==> src/lbws_pkg.sv <==
// Package: shared constants, types and codes for the bracket and word scanner.
`timescale 1ns / 1ps

package lbws_pkg;

  // Bracket stack geometry
  localparam int MaxDepth = 64;
  localparam int AddrW    = $clog2(MaxDepth);
  localparam int DepthW   = $clog2(MaxDepth + 1);

  // Result queue geometry
  localparam int FifoDepth = 4;
  localparam int FifoPtrW  = $clog2(FifoDepth);
  localparam int FifoCntW  = $clog2(FifoDepth + 1);

  // Hash constants
  localparam logic [63:0] HashSeed = 64'd85917378991987918;
  localparam logic [63:0] HashMul  = 64'd13745795198;
  localparam logic [63:0] HashSub  = 64'd998573153;

  // Result kinds
  typedef enum logic [2:0] {
    KIND_WORD       = 3'd0,
    KIND_OK         = 3'd1,
    KIND_BAD_CLOSE  = 3'd2,
    KIND_UNCLOSED   = 3'd3,
    KIND_OVERFLOW   = 3'd4
  } kind_e;

  // Bracket codes as kept on the stack
  typedef enum logic [1:0] {
    BRK_PAREN  = 2'd0,
    BRK_SQUARE = 2'd1,
    BRK_CURLY  = 2'd2
  } brk_e;

  // One result item
  typedef struct packed {
    kind_e       kind;
    logic [31:0] word_start;
    logic [31:0] word_length;
    logic [63:0] word_hash;
    logic [31:0] position;
    logic        final_res;
  } result_t;

  // Results produced by one input transfer
  typedef struct packed {
    logic [1:0] count;
    result_t    r0;
    result_t    r1;
  } push_t;

endpackage

==> src/lbws_ram.sv <==
// Generic single write port RAM with registered read.
`timescale 1ns / 1ps

module lbws_ram #(
  parameter int Width = 2,
  parameter int Depth = 64
) (
  input  logic                     clk_i,
  input  logic                     we_i,
  input  logic [$clog2(Depth)-1:0] waddr_i,
  input  logic [Width-1:0]         wdata_i,
  input  logic [$clog2(Depth)-1:0] raddr_i,
  output logic [Width-1:0]         rdata_o
);

  logic [Width-1:0] mem_q [Depth];

  // Write port and registered read port
  always_ff @(posedge clk_i) begin
    if (we_i) begin
      mem_q[waddr_i] <= wdata_i;
    end
    rdata_o <= mem_q[raddr_i];
  end

endmodule

==> src/lbws_core.sv <==
// Scanner core: bracket stack, comment skip, word tracking and streaming hash.
`timescale 1ns / 1ps

module lbws_core (
  input  logic           clk_i,
  input  logic           rst_ni,
  input  logic           accept_i,
  input  logic [7:0]     ch_i,
  input  logic           last_i,
  output lbws_pkg::push_t push_o
);
  import lbws_pkg::*;

  // Rotate right of a 64-bit word
  function automatic logic [63:0] rotr64(input logic [63:0] x, input logic [5:0] r);
    logic [127:0] dbl;
    dbl = {x, x} >> r;
    return dbl[63:0];
  endfunction

  // State registers
  logic [DepthW-1:0] depth_q, depth_d;
  brk_e              top_q, top_d;
  logic              in_comment_q, in_comment_d;
  logic              word_active_q, word_active_d;
  logic [31:0]       word_begin_q, word_begin_d;
  logic [31:0]       word_count_q, word_count_d;
  logic [63:0]       hash_q, hash_d;
  logic [5:0]        rotsum_q, rotsum_d;
  logic [31:0]       pos_q, pos_d;
  logic              halted_q, halted_d;

  // Stack memory interface
  logic              ram_we;
  logic [AddrW-1:0]  ram_waddr;
  logic [AddrW-1:0]  ram_raddr;
  logic [1:0]        ram_rdata;
  logic [DepthW-1:0] below_top;

  // Byte classification
  logic        is_open, is_close, is_word;
  brk_e        code;
  logic [63:0] kmul;
  logic [63:0] word_seed;
  logic [63:0] word_hash;
  logic [63:0] base_hash;
  logic [5:0]  base_rot;
  logic [31:0] base_count;

  // Per-byte decisions
  logic              err;
  kind_e             err_kind;
  logic              word_mode;
  logic              has_word;
  logic              has_end;
  logic              clear_all;
  logic [DepthW-1:0] depth_end;
  result_t           word_res, end_res, err_res;

  always_comb begin
    is_open  = (ch_i == "(") || (ch_i == "[") || (ch_i == "{");
    is_close = (ch_i == ")") || (ch_i == "]") || (ch_i == "}");
    is_word  = ((ch_i >= "a") && (ch_i <= "z")) || ((ch_i >= "A") && (ch_i <= "Z")) ||
               ((ch_i >= "0") && (ch_i <= "9"));
    if ((ch_i == "(") || (ch_i == ")")) begin
      code = BRK_PAREN;
    end else if ((ch_i == "[") || (ch_i == "]")) begin
      code = BRK_SQUARE;
    end else begin
      code = BRK_CURLY;
    end
  end

  // Per-character hash term and finished word hash
  assign kmul      = 64'(ch_i) * HashMul - HashSub;
  assign word_seed = HashSeed - 64'(word_count_q);
  assign word_hash = hash_q ^ rotr64(word_seed, rotsum_q);

  // A new word restarts the hash from zero
  assign base_hash  = word_active_q ? hash_q : 64'd0;
  assign base_rot   = word_active_q ? rotsum_q : 6'd0;
  assign base_count = word_active_q ? word_count_q : 32'd0;

  // Next state and results
  always_comb begin
    depth_d       = depth_q;
    top_d         = top_q;
    in_comment_d  = in_comment_q;
    word_active_d = word_active_q;
    word_begin_d  = word_begin_q;
    word_count_d  = word_count_q;
    hash_d        = hash_q;
    rotsum_d      = rotsum_q;
    pos_d         = pos_q;
    halted_d      = halted_q;
    ram_we        = 1'b0;
    ram_waddr     = depth_q[AddrW-1:0];
    err           = 1'b0;
    err_kind      = KIND_BAD_CLOSE;
    word_mode     = 1'b0;
    has_word      = 1'b0;
    has_end       = 1'b0;
    clear_all     = 1'b0;

    if (accept_i) begin
      if (halted_q) begin
        // Text already failed: wait for its last byte
        clear_all = last_i;
      end else begin
        if (in_comment_q) begin
          if (ch_i == 8'h0A) begin
            in_comment_d = 1'b0;
          end
        end else if (is_open) begin
          if (depth_q == DepthW'(MaxDepth)) begin
            err      = 1'b1;
            err_kind = KIND_OVERFLOW;
          end else begin
            ram_we  = 1'b1;
            top_d   = code;
            depth_d = depth_q + DepthW'(1);
          end
        end else if (is_close) begin
          if ((depth_q == '0) || (top_q != code)) begin
            err      = 1'b1;
            err_kind = KIND_BAD_CLOSE;
          end else begin
            depth_d = depth_q - DepthW'(1);
            top_d   = brk_e'(ram_rdata);
          end
        end else if (ch_i == ";") begin
          in_comment_d = 1'b1;
        end else if (is_word) begin
          word_mode     = 1'b1;
          word_active_d = 1'b1;
          if (!word_active_q) begin
            word_begin_d = pos_q;
          end
          hash_d       = rotr64(base_hash ^ kmul, ch_i[5:0]);
          rotsum_d     = base_rot + ch_i[5:0];
          word_count_d = base_count + 32'd1;
        end

        if (err) begin
          clear_all = 1'b1;
        end else begin
          // Any non-word byte closes an open word
          if (!in_comment_q && word_active_q && !word_mode) begin
            has_word      = 1'b1;
            word_active_d = 1'b0;
          end
          if (last_i) begin
            has_end   = 1'b1;
            clear_all = 1'b1;
          end else begin
            pos_d = pos_q + 32'd1;
          end
        end
      end
    end

    // Stack depth after this byte, before any end-of-text clear
    depth_end = depth_d;

    if (clear_all) begin
      depth_d       = '0;
      in_comment_d  = 1'b0;
      word_active_d = 1'b0;
      word_begin_d  = '0;
      word_count_d  = '0;
      hash_d        = '0;
      rotsum_d      = '0;
      pos_d         = '0;
      halted_d      = err && !last_i;
    end
  end

  // Result records
  always_comb begin
    word_res             = '0;
    word_res.kind        = KIND_WORD;
    word_res.word_start  = word_begin_q;
    word_res.word_length = word_count_q;
    word_res.word_hash   = (word_hash == 64'd0) ? 64'(word_count_q) : word_hash;
    word_res.final_res   = !has_end;

    end_res           = '0;
    end_res.kind      = (depth_end != '0) ? KIND_UNCLOSED : KIND_OK;
    end_res.position  = pos_q + 32'd1;
    end_res.final_res = 1'b1;

    err_res           = '0;
    err_res.kind      = err_kind;
    err_res.position  = pos_q;
    err_res.final_res = 1'b1;

    push_o = '0;
    if (err) begin
      push_o.count = 2'd1;
      push_o.r0    = err_res;
    end else begin
      push_o.count = {1'b0, has_word} + {1'b0, has_end};
      push_o.r0    = has_word ? word_res : end_res;
      push_o.r1    = end_res;
    end
  end

  // Read the entry under the new top so a pop finds it next cycle
  assign below_top = depth_d - DepthW'(2);
  assign ram_raddr = below_top[AddrW-1:0];

  lbws_ram #(
    .Width(2),
    .Depth(MaxDepth)
  ) u_stack (
    .clk_i  (clk_i),
    .we_i   (ram_we),
    .waddr_i(ram_waddr),
    .wdata_i(code),
    .raddr_i(ram_raddr),
    .rdata_o(ram_rdata)
  );

  // Control state
  always_ff @(posedge clk_i or negedge rst_ni) begin
    if (!rst_ni) begin
      depth_q       <= '0;
      in_comment_q  <= 1'b0;
      word_active_q <= 1'b0;
      word_begin_q  <= '0;
      word_count_q  <= '0;
      hash_q        <= '0;
      rotsum_q      <= '0;
      pos_q         <= '0;
      halted_q      <= 1'b0;
    end else begin
      depth_q       <= depth_d;
      in_comment_q  <= in_comment_d;
      word_active_q <= word_active_d;
      word_begin_q  <= word_begin_d;
      word_count_q  <= word_count_d;
      hash_q        <= hash_d;
      rotsum_q      <= rotsum_d;
      pos_q         <= pos_d;
      halted_q      <= halted_d;
    end
  end

  // Cached top of stack
  always_ff @(posedge clk_i) begin
    top_q <= top_d;
  end

endmodule

==> src/lbws_res_fifo.sv <==
// Result queue: takes up to two results per cycle, delivers one per transfer.
`timescale 1ns / 1ps

module lbws_res_fifo (
  input  logic              clk_i,
  input  logic              rst_ni,
  input  lbws_pkg::push_t   push_i,
  output logic              full_o,
  output logic              out_valid_o,
  input  logic              out_stall_i,
  output lbws_pkg::result_t head_o
);
  import lbws_pkg::*;

  result_t             mem_q [FifoDepth];
  logic [FifoPtrW-1:0] wr_ptr_q, wr_ptr_d;
  logic [FifoPtrW-1:0] rd_ptr_q, rd_ptr_d;
  logic [FifoCntW-1:0] count_q, count_d;
  logic [FifoPtrW-1:0] wr_ptr_nxt;
  logic                pop;

  // Room for two results is needed before the next input transfer
  assign full_o      = count_q > FifoCntW'(FifoDepth - 2);
  assign out_valid_o = count_q != '0;
  assign head_o      = mem_q[rd_ptr_q];
  assign pop         = out_valid_o && !out_stall_i;
  assign wr_ptr_nxt  = wr_ptr_q + FifoPtrW'(1);

  // Pointer and fill count update
  always_comb begin
    wr_ptr_d = wr_ptr_q + FifoPtrW'(push_i.count);
    rd_ptr_d = pop ? rd_ptr_q + FifoPtrW'(1) : rd_ptr_q;
    count_d  = count_q + FifoCntW'(push_i.count) - FifoCntW'(pop);
  end

  always_ff @(posedge clk_i or negedge rst_ni) begin
    if (!rst_ni) begin
      wr_ptr_q <= '0;
      rd_ptr_q <= '0;
      count_q  <= '0;
    end else begin
      wr_ptr_q <= wr_ptr_d;
      rd_ptr_q <= rd_ptr_d;
      count_q  <= count_d;
    end
  end

  // Result storage
  always_ff @(posedge clk_i) begin
    if (push_i.count != 2'd0) begin
      mem_q[wr_ptr_q] <= push_i.r0;
    end
    if (push_i.count == 2'd2) begin
      mem_q[wr_ptr_nxt] <= push_i.r1;
    end
  end

endmodule

==> src/lisp_bracket_word_scanner.sv <==
// Top level of the bracket and word scanner for Lisp-like source text.
`timescale 1ns / 1ps

// Takes one source byte per cycle while in_stall_o is low: every byte is
// classified, checked against the bracket stack and folded into the running
// word hash in the cycle it is transferred. A byte yields up to two results
// (a finished word and the end-of-text result), which go into a four-entry
// result queue that drains one result per cycle while out_stall_i is low;
// the input stalls while fewer than two queue entries are free, so
// sustained input rate is one byte per cycle as long as results average at
// most one per byte and the output is not stalled. The bracket stack lives
// in a 64 x 2 RAM with its top entry cached in a register and the entry
// beneath it pre-read, so neither push nor pop waits on a RAM read.
module lisp_bracket_word_scanner (
  input  logic        clk_i,
  input  logic        rst_ni,
  input  logic        in_valid_i,
  output logic        in_stall_o,
  input  logic [7:0]  ch_i,
  input  logic        last_i,
  output logic        out_valid_o,
  input  logic        out_stall_i,
  output logic [2:0]  kind_o,
  output logic [31:0] word_start_o,
  output logic [31:0] word_length_o,
  output logic [63:0] word_hash_o,
  output logic [31:0] position_o,
  output logic        final_res_o
);
  import lbws_pkg::*;

  logic    accept;
  push_t   push;
  result_t head;

  // Input transfer
  assign accept = in_valid_i && !in_stall_o;

  lbws_core u_core (
    .clk_i   (clk_i),
    .rst_ni  (rst_ni),
    .accept_i(accept),
    .ch_i    (ch_i),
    .last_i  (last_i),
    .push_o  (push)
  );

  lbws_res_fifo u_fifo (
    .clk_i      (clk_i),
    .rst_ni     (rst_ni),
    .push_i     (push),
    .full_o     (in_stall_o),
    .out_valid_o(out_valid_o),
    .out_stall_i(out_stall_i),
    .head_o     (head)
  );

  // Result fields
  assign kind_o        = head.kind;
  assign word_start_o  = head.word_start;
  assign word_length_o = head.word_length;
  assign word_hash_o   = head.word_hash;
  assign position_o    = head.position;
  assign final_res_o   = head.final_res;

endmodule

==> config.mk <==
export PLATFORM = sky130hd
export DESIGN_NAME = lisp_bracket_word_scanner
export DESIGN_NICKNAME = d
export VERILOG_FILES = /design/src/lbws_pkg.sv /design/src/lbws_ram.sv /design/src/lbws_core.sv /design/src/lbws_res_fifo.sv /design/src/lisp_bracket_word_scanner.sv
export SDC_FILE = /design/constraint.sdc
export NUM_CORES = 2
export LEC_CHECK = 0
export BUFFER_PORTS_ARGS = -buffer_cell sky130_fd_sc_hd__buf_2
export CORE_MARGIN = 2
export CORE_UTILIZATION = 45
export CTS_BUF_LIST = sky130_fd_sc_hd__clkbuf_2
export CTS_CLUSTER_DIAMETER = 50
export CTS_CLUSTER_SIZE = 8
export DETAILED_ROUTE_END_ITERATION = 7
export SYNTH_ARGS = -nofsm -noshare
export SYNTH_HDL_FRONTEND = slang
export SYNTH_SLANG_ARGS = --single-unit
export TNS_END_PERCENT = 30
==> constraint.sdc <==
create_clock -name clk_i -period 9 [get_ports clk_i]
set_input_delay 0.45 -clock clk_i [delete_from_list [all_inputs] [get_ports clk_i]]
set_output_delay 0.45 -clock clk_i [all_outputs]
set_load 0.05 [all_outputs]
# Yosys cells after proc, flatten, opt, wreduce, memory -nomap -nowiden
# Memories as Yosys holds them, arrays and structs flattened. A register that Yosys moved wholly into a read port is not among the register bits.
# Cells that the tools add are included.
# totals
out_inout_bits	166
inputBits	13
n_memories	2
register_bits	185
ram_bits	784
# op_classes
eq_ne	21
add_sub_neg	14
reduce_logical	36
n_shift	2
n_mul	1
magnitude_cmp	7
mux	121
bitwise_logic	4
# mem_list
memory	words	width	rd	rd_clocked_by_memory_dff	wr	line	text
u_fifo.mem_q	4	164	1	0	2	lbws_res_fifo.sv:15	result_t mem_q [FifoDepth];
u_core.u_stack.mem_q	64	2	1	1	1	lbws_ram.sv:16	logic [Width-1:0] mem_q [Depth];
# ops
op	n
2-to-1 mux 32 bit	23
2-to-1 mux 64 bit	10
2-to-1 mux 164 bit	2
>> shifter 128 x 6 -> 64 bit	2
2-to-1 mux 166 bit	1
bitwise XOR 64 bit	2
adder 32 x 1 -> 32 bit (second input constant)	2
zero test 64 bit	1
subtractor 57 x 32 -> 58 bit (first input constant)	1
2-to-1 mux 1 bit	56
2-to-1 mux 7 bit	8
2-to-1 mux 6 bit	9
subtractor 42 x 30 -> 43 bit (second input constant)	1
multiplier 8 x 33 -> 41 bit (second input constant)	1
== test 8 x 7 -> 1 bit (second input constant)	4
== test 8 x 6 -> 1 bit (second input constant)	3
>= comparator 8 x 7 -> 1 bit (second input constant)	2
less-or-equal comparator 8 x 7 -> 1 bit (second input constant)	2
2-to-1 mux 3 bit	5
2-to-1 mux 2 bit	7
inequality test 2 bit (second input constant)	6
logical OR 1 bit	9
== test 8 x 4 -> 1 bit (second input constant)	1
>= comparator 8 x 6 -> 1 bit (second input constant)	1
27 further kinds	47

# Logic depth before layout (Yosys ltp)
# logic_depth
ltp_word	22
ltp_mapped	32
ltp_nobuf	23

# Modules after synthesis
# A second synthesis with hierarchy kept.
# hier_totals
hier_cells	6365
hier_area_um2	68968.6
# by_module_without_submodules
module	n_inst	area_each_um2	cells_per_inst	seq_area_each_um2
lbws_res_fifo	1	31845.5	1627	19874.1
lbws_core	1	31620.3	4422	4464.3
lbws_ram	1	5489.0	315	3883.7
lisp_bracket_word_scanner	1	13.8	1	0.0

# Least setup slack after synthesis
# No wires, ideal clock.
# synth_path
kind	input to register
start	input port ch_i[2]
end	memory u_fifo.mem_q[1][0] in the netlist's numbering, enable pin
stages	28
path_buffers	12
setup_slack_ns	-1.950
setup_time_ns	0.390
required_ns	8.610
arrival_time_ns	10.561
cell_sequence	clkbuf_1 > inv_1 > buf_1 > buf_1 > clkbuf_1 > clkbuf_1 > ha_1 > clkbuf_1 > a22oi_1 > nor3b_1 > a211oi_1 > o31ai_1 > nand2_1 > nor4_1 > nand2_1 > inv_1 > clkbuf_1 > clkbuf_1 > clkbuf_1 > ha_1 > and2_1 > clkbuf_1 > clkinv_1 > nor4_1 > nor2_1 > clkbuf_1 > clkbuf_1 > inv_1
# synth_lines
element	line	text
from (decl)	lisp_bracket_word_scanner.sv:19	input logic [7:0] ch_i,
to (decl)	lbws_res_fifo.sv:15	

# Worst setup path in the final report
# layout_path
start	input port ch_i[5]
end	register u_core.hash_q[4]
# layout_between
elab_chain_cells	17
elab_cells_between_ends	57
classes_between	add/sub (1); mul (1); order compare (6); eq/ne (13); shift (1); mux (19); bitwise (1); reduce/logical (15)
# layout_rtl
element	line	text
parallel branches: the longest is 17 deep, another holds subtractor 42 x 30 -> 43 bit	-	
to (signal assigned)	lbws_core.sv:242	hash_q <= hash_d;
to (decl)	lbws_core.sv:28	logic [63:0] hash_q, hash_d;
# Several ways; the timed one is not identified. The select of a mux whose other input is x is not followed.
# A chain may end at the register's enable or synchronous reset.

==> key figures <==
Status
  • Run status: complete, no violations

Logic synthesis
  • Compound-Gate Fraction of Synth Area: 0.235
  • Netlist cell types: 120
  • Portion of synthesized cell area occupied by the leading cell type: 0.165
  • Instance count of the mapped netlist: approximately 7000
  • Area share of and/or/nand/nor cells after synthesis: 0.157
  • Largest area contributor in the synthesized netlist: sky130_fd_sc_hd__dfxtp_1
  • Cell types with the largest area share after synthesis: sky130_fd_sc_hd__dfxtp_1 (16%), sky130_fd_sc_hd__edfxtp_1 (13%), sky130_fd_sc_hd__mux4_2 (9.2%)
  • Synth Area in XOR/XNOR: 0.0311
  • Synthesis warning total: 0
  • Multiplexer share of the synthesized area: 0.122
  • Post-synthesis sequential element count: ~970
  • Post-synth EDFFs: 270
  • Fraction of the yosys area taken by sequential cells: 0.366
  • Most used flip-flop cell after synthesis: sky130_fd_sc_hd__dfxtp_1
  • Combinational family with the most area after synthesis: compound AO/OA/AOI/OAI gates
  • Total nets after synthesis: 7161
  • Netlist area before placement: 0.0630 mm2
  • Post-synthesis area per instance: 9.03 um2
  • Post-synthesis share of cell area spent on full adders, half adders and majority gates: 0.0405
  • Share of flip-flops with an asynchronous set or reset after synthesis: 0.188

STA
  • Max Transition Viols Final: 0
  • Setup skew after layout: around 0.17 ns
  • Max-Slew Margin vs Limit: 0.0254
  • Final Critical Period: 8.52 ns
  • Total negative slack: 0 ns
  • Worst Max-Slew Pin Slew: between 1 and 1.5 ns
  • Final setup violation count: 0
  • FMAX: 117 MHz
  • Number of endpoints with negative hold slack in the final report: 0
  • Final period utilization: 0.947
  • Setup repair after global routing missed its margin: no

Setup path
  • Critical path endpoint category: flop
  • Setup CP Type: in2reg
  • Logic depth of the worst register-to-register path: 16
  • Crit path max fanout: 22
  • Arrival time of data at the critical path endpoint: 10.11 ns
  • Data required, critical path: about 11 ns
  • Startpoint type of the worst setup path: primary input

Power and ir drop
  • Total power density per cell area: slightly above 300 mW/mm2
  • Total design power: 20800 uW
  • Leakage component of the power: roughly 0.025 uW
  • Reported net switching power: ~11000 uW
  • Sequential share of power: 0.267
  • Clock Power Share: 0.125
  • Switching part of the total power: 0.522
  • Max VDD drop: 0.000496 V
  • Cell-internal power: 9940 uW
  • Combinational share of power: 0.609

Worst hold path
  • Min-Delay Path Class: in2reg
  • Number of instances on the worst hold path: 6

Global routing
  • Vias in the first global route: 55200
  • Antenna violations before repair: 11
  • Overflow after GRT: 0
  • Aggregate global-route resource usage: 0.340
  • Maximum number of pins on one net before global-route repair: 156
  • First-pass GRT wire length: 367000 um

Clock tree
  • Worst-path clk slew: 0.16 ns
  • Number of clock sinks seen by CTS: 971
  • Clock latency reported for the late side of the worst-skew pair: between 1.5 and 2 ns
  • Clock H-tree levels: 4
  • Root Buffer Master: sky130_fd_sc_hd__clkbuf_2
  • TritonCTS Buffers: 151
  • Maximum buffer depth of the clock tree: 3
  • Clock tree from TritonCTS: built

Floorplanning
  • Ports: approximately 180
  • Die Outline Area: 0.143 mm2
  • Die Y: 378 um
  • Core area: 0.139 mm2
  • Horizontal die dimension: 378 um
  • Number of core rows: 137
  • Initial core utilization: 0.452

Cells and area
  • Number of fill cells: 13500
  • Area growth, synth to finish: 6.61%
  • Layout Cells excl Fill: between 8000 and 9000
  • Leading cell types in the layout, fill and taps excluded: sky130_fd_sc_hd__nand2_1 (1018), sky130_fd_sc_hd__o21ai_0 (598), sky130_fd_sc_hd__dfxtp_1 (518), sky130_fd_sc_hd__nor2_1 (507), sky130_fd_sc_hd__a21oi_1 (348)
  • Net count reported at finish: 7092
  • Commonest non-fill, non-tap cell in the layout: sky130_fd_sc_hd__nand2_1
  • Share of layout cells above drive strength 1: 0.148

Route
  • Uppermost layer routed: met5
  • DRT met1 WL: around 100000 um
  • Number of DRC markers after the initial detailed-route iteration: approximately 7300
  • DRC: 0
  • Via/cell ratio: 6.65
  • Detailed route wirelength on metal2: between 100000 and 150000 um
  • Detailed-routed wire length on met3: 25000 um
  • Antenna Violating Nets Remaining: 0
  • Number of search-and-repair iterations in the first detailed-routing pass: 7
  • DR vias: 59100
  • Drt total wl: 250000 um
  • Wire length per cell: 28.1 um

Job
  • Max-cap check violation count: 0

Place
  • HPWL Detailed: 174000 um
  • Placed cells: 8597
  • IO buf count: roughly 180
  • Routability-driven placement congestion ratio: between 1 and 1.5
per-stage QoR:
stage	hold WS, ns	worst slack (ns)	utilization	area, um2
6_report	0.221	0.480	0.482	67100
3_3_place_gp	0.429	0.334	0.469	65300
3_5_place_dp	0.431	0.181	0.469	65300
4_1_cts	0.0359	0.379	0.482	67100
5_1_grt	0.176	0.111	0.482	67100
2_1_floorplan	0.154	0.0738	-	63000
logic make-up (layout without fill, tap and decap cells):
group,count (synthesis),after routing
AO/OA/AOI/OAI,2183,2183
XOR/XNOR,218,218
adder cells (fa/ha/maj),177,177
buffers and inverters,763,783
flip-flops,971,971
multiplexers,444,444
other,0,11
AND/OR/NAND/NOR,2215,2215
cell usage after synthesis, types with 41 or more instances:
cell type	n
sky130_fd_sc_hd__o21ai_1	57
sky130_fd_sc_hd__a211oi_1	63
sky130_fd_sc_hd__o21ai_0	598
sky130_fd_sc_hd__nand2_1	1024
sky130_fd_sc_hd__and3_1	81
sky130_fd_sc_hd__buf_1	64
sky130_fd_sc_hd__a22oi_1	124
sky130_fd_sc_hd__edfxtp_1	270
sky130_fd_sc_hd__a22o_1	53
sky130_fd_sc_hd__dfxtp_1	518
sky130_fd_sc_hd__nand4_1	52
sky130_fd_sc_hd__o31ai_1	135
sky130_fd_sc_hd__dfrtp_1	183
sky130_fd_sc_hd__nor2_1	521
sky130_fd_sc_hd__a21oi_1	350
sky130_fd_sc_hd__inv_1	157
sky130_fd_sc_hd__a32o_1	77
sky130_fd_sc_hd__nor3_1	96
sky130_fd_sc_hd__mux4_2	256
sky130_fd_sc_hd__xor2_1	68
sky130_fd_sc_hd__clkbuf_1	466
sky130_fd_sc_hd__ha_1	132
sky130_fd_sc_hd__a31oi_1	59
sky130_fd_sc_hd__fa_1	45
sky130_fd_sc_hd__o22ai_1	117
sky130_fd_sc_hd__nand3_1	150
sky130_fd_sc_hd__o211ai_1	74
sky130_fd_sc_hd__or3_1	44
sky130_fd_sc_hd__nor4_1	41
sky130_fd_sc_hd__and2_1	57
sky130_fd_sc_hd__xnor2_1	146
sky130_fd_sc_hd__mux2i_1	159
layer usage:
layer / vias up / GRT usage
met5: - / 0
met4: 4 / 0.162
met3: 618 / 0.0723
met2: 3402 / 0.516
met1: 29000 / 0.462
li1: 26000 / -
worst paths after layout:
path / startpoint / end / slack, ns
max: ch_i[5] / u_core.hash_q[4] / 0.48
min: in_valid_i / u_core.word_active_q / 0.22
max reg2reg: u_core.word_count_q[14] / u_fifo.mem_q[0][71] / 0.96
min reg2reg: u_fifo.mem_q[1][40] / u_fifo.mem_q[1][40] / 0.46
max in group asynchronous: rst_ni / u_core.word_count_q[0] / 7.18
min in group asynchronous: rst_ni / u_core.pos_q[17] / 0.45
area by class of cell:
type | instances | area, um2 | area share
repair buffers | 375 | 2560 | 0.0382
multi-input cells | 5237 | 37000 | 0.551
clock buffers | 204 | 1020 | 0.0152
well taps | 1876 | 2350 | 0.0350
clock inverters | 38 | 450 | 0.00671
flip-flops and latches | 971 | 23100 | 0.344
diodes | 11 | 27.5 | 0.000410
inverters | 166 | 629 | 0.00937
repair_timing:
item	CTS	global route
setup endpoints to repair	0	1
setup buffers	0	0
resized for setup	0	3
hold buffers	28	0
endpoints found under the hold margin	551	0
power groups by stage:
stage,Clock [uW],Sequential (uW),Combinational (uW)
after floorplan,0,5220,8250
after global placement,0,5600,12200
after detailed placement,0,5620,12200
after CTS,2640,5520,12300
after global routing,2810,5590,13300
final,2590,5550,12700
flip-flops by register name (all words and copies together) (netlist names):
register	count
u_core.u_stack.mem_q	128
u_fifo.wr_ptr_q	2
u_core.depth_q	7
u_core.u_stack.rdata_o	2
u_core.word_count_q	32
u_core.word_begin_q	32
u_core.hash_q	64
u_fifo.rd_ptr_q	2
u_core.rotsum_q	6
u_core.in_comment_q	1
u_core.halted_q	1
u_core.word_active_q	1
u_fifo.mem_q	656
u_core.pos_q	32
u_fifo.count_q	3
u_core.top_q	2
critical path, stage by stage:
cell and delay (ns):
sky130_fd_sc_hd__dlygate4sd3_1 0.54, sky130_fd_sc_hd__buf_2 0.17, sky130_fd_sc_hd__dlygate4sd3_1 0.60, sky130_fd_sc_hd__buf_4 0.32
sky130_fd_sc_hd__ha_1 0.31, sky130_fd_sc_hd__inv_1 0.08, sky130_fd_sc_hd__fa_1 0.47, sky130_fd_sc_hd__fa_1 0.50
sky130_fd_sc_hd__fa_1 0.55, sky130_fd_sc_hd__inv_1 0.04, sky130_fd_sc_hd__ha_1 0.35, sky130_fd_sc_hd__a21oi_1 0.24
sky130_fd_sc_hd__o22ai_1 0.14, sky130_fd_sc_hd__o21ai_0 0.66, sky130_fd_sc_hd__nand2_1 0.31, sky130_fd_sc_hd__a2bb2oi_1 0.34
sky130_fd_sc_hd__xnor2_1 0.27, sky130_fd_sc_hd__a31oi_1 0.15, sky130_fd_sc_hd__buf_4 0.22, sky130_fd_sc_hd__nor3_1 0.38
sky130_fd_sc_hd__o211ai_1 0.24, sky130_fd_sc_hd__a222oi_1 0.74, sky130_fd_sc_hd__o21ai_0 0.23, sky130_fd_sc_hd__o21ai_0 0.41
sky130_fd_sc_hd__o211ai_1 0.14, sky130_fd_sc_hd__dlygate4sd3_1 0.58, sky130_fd_sc_hd__a21oi_1 0.13, sky130_fd_sc_hd__dlygate4sd3_1 0.56
No activity file was read; power rests on OpenSTA's default activity.
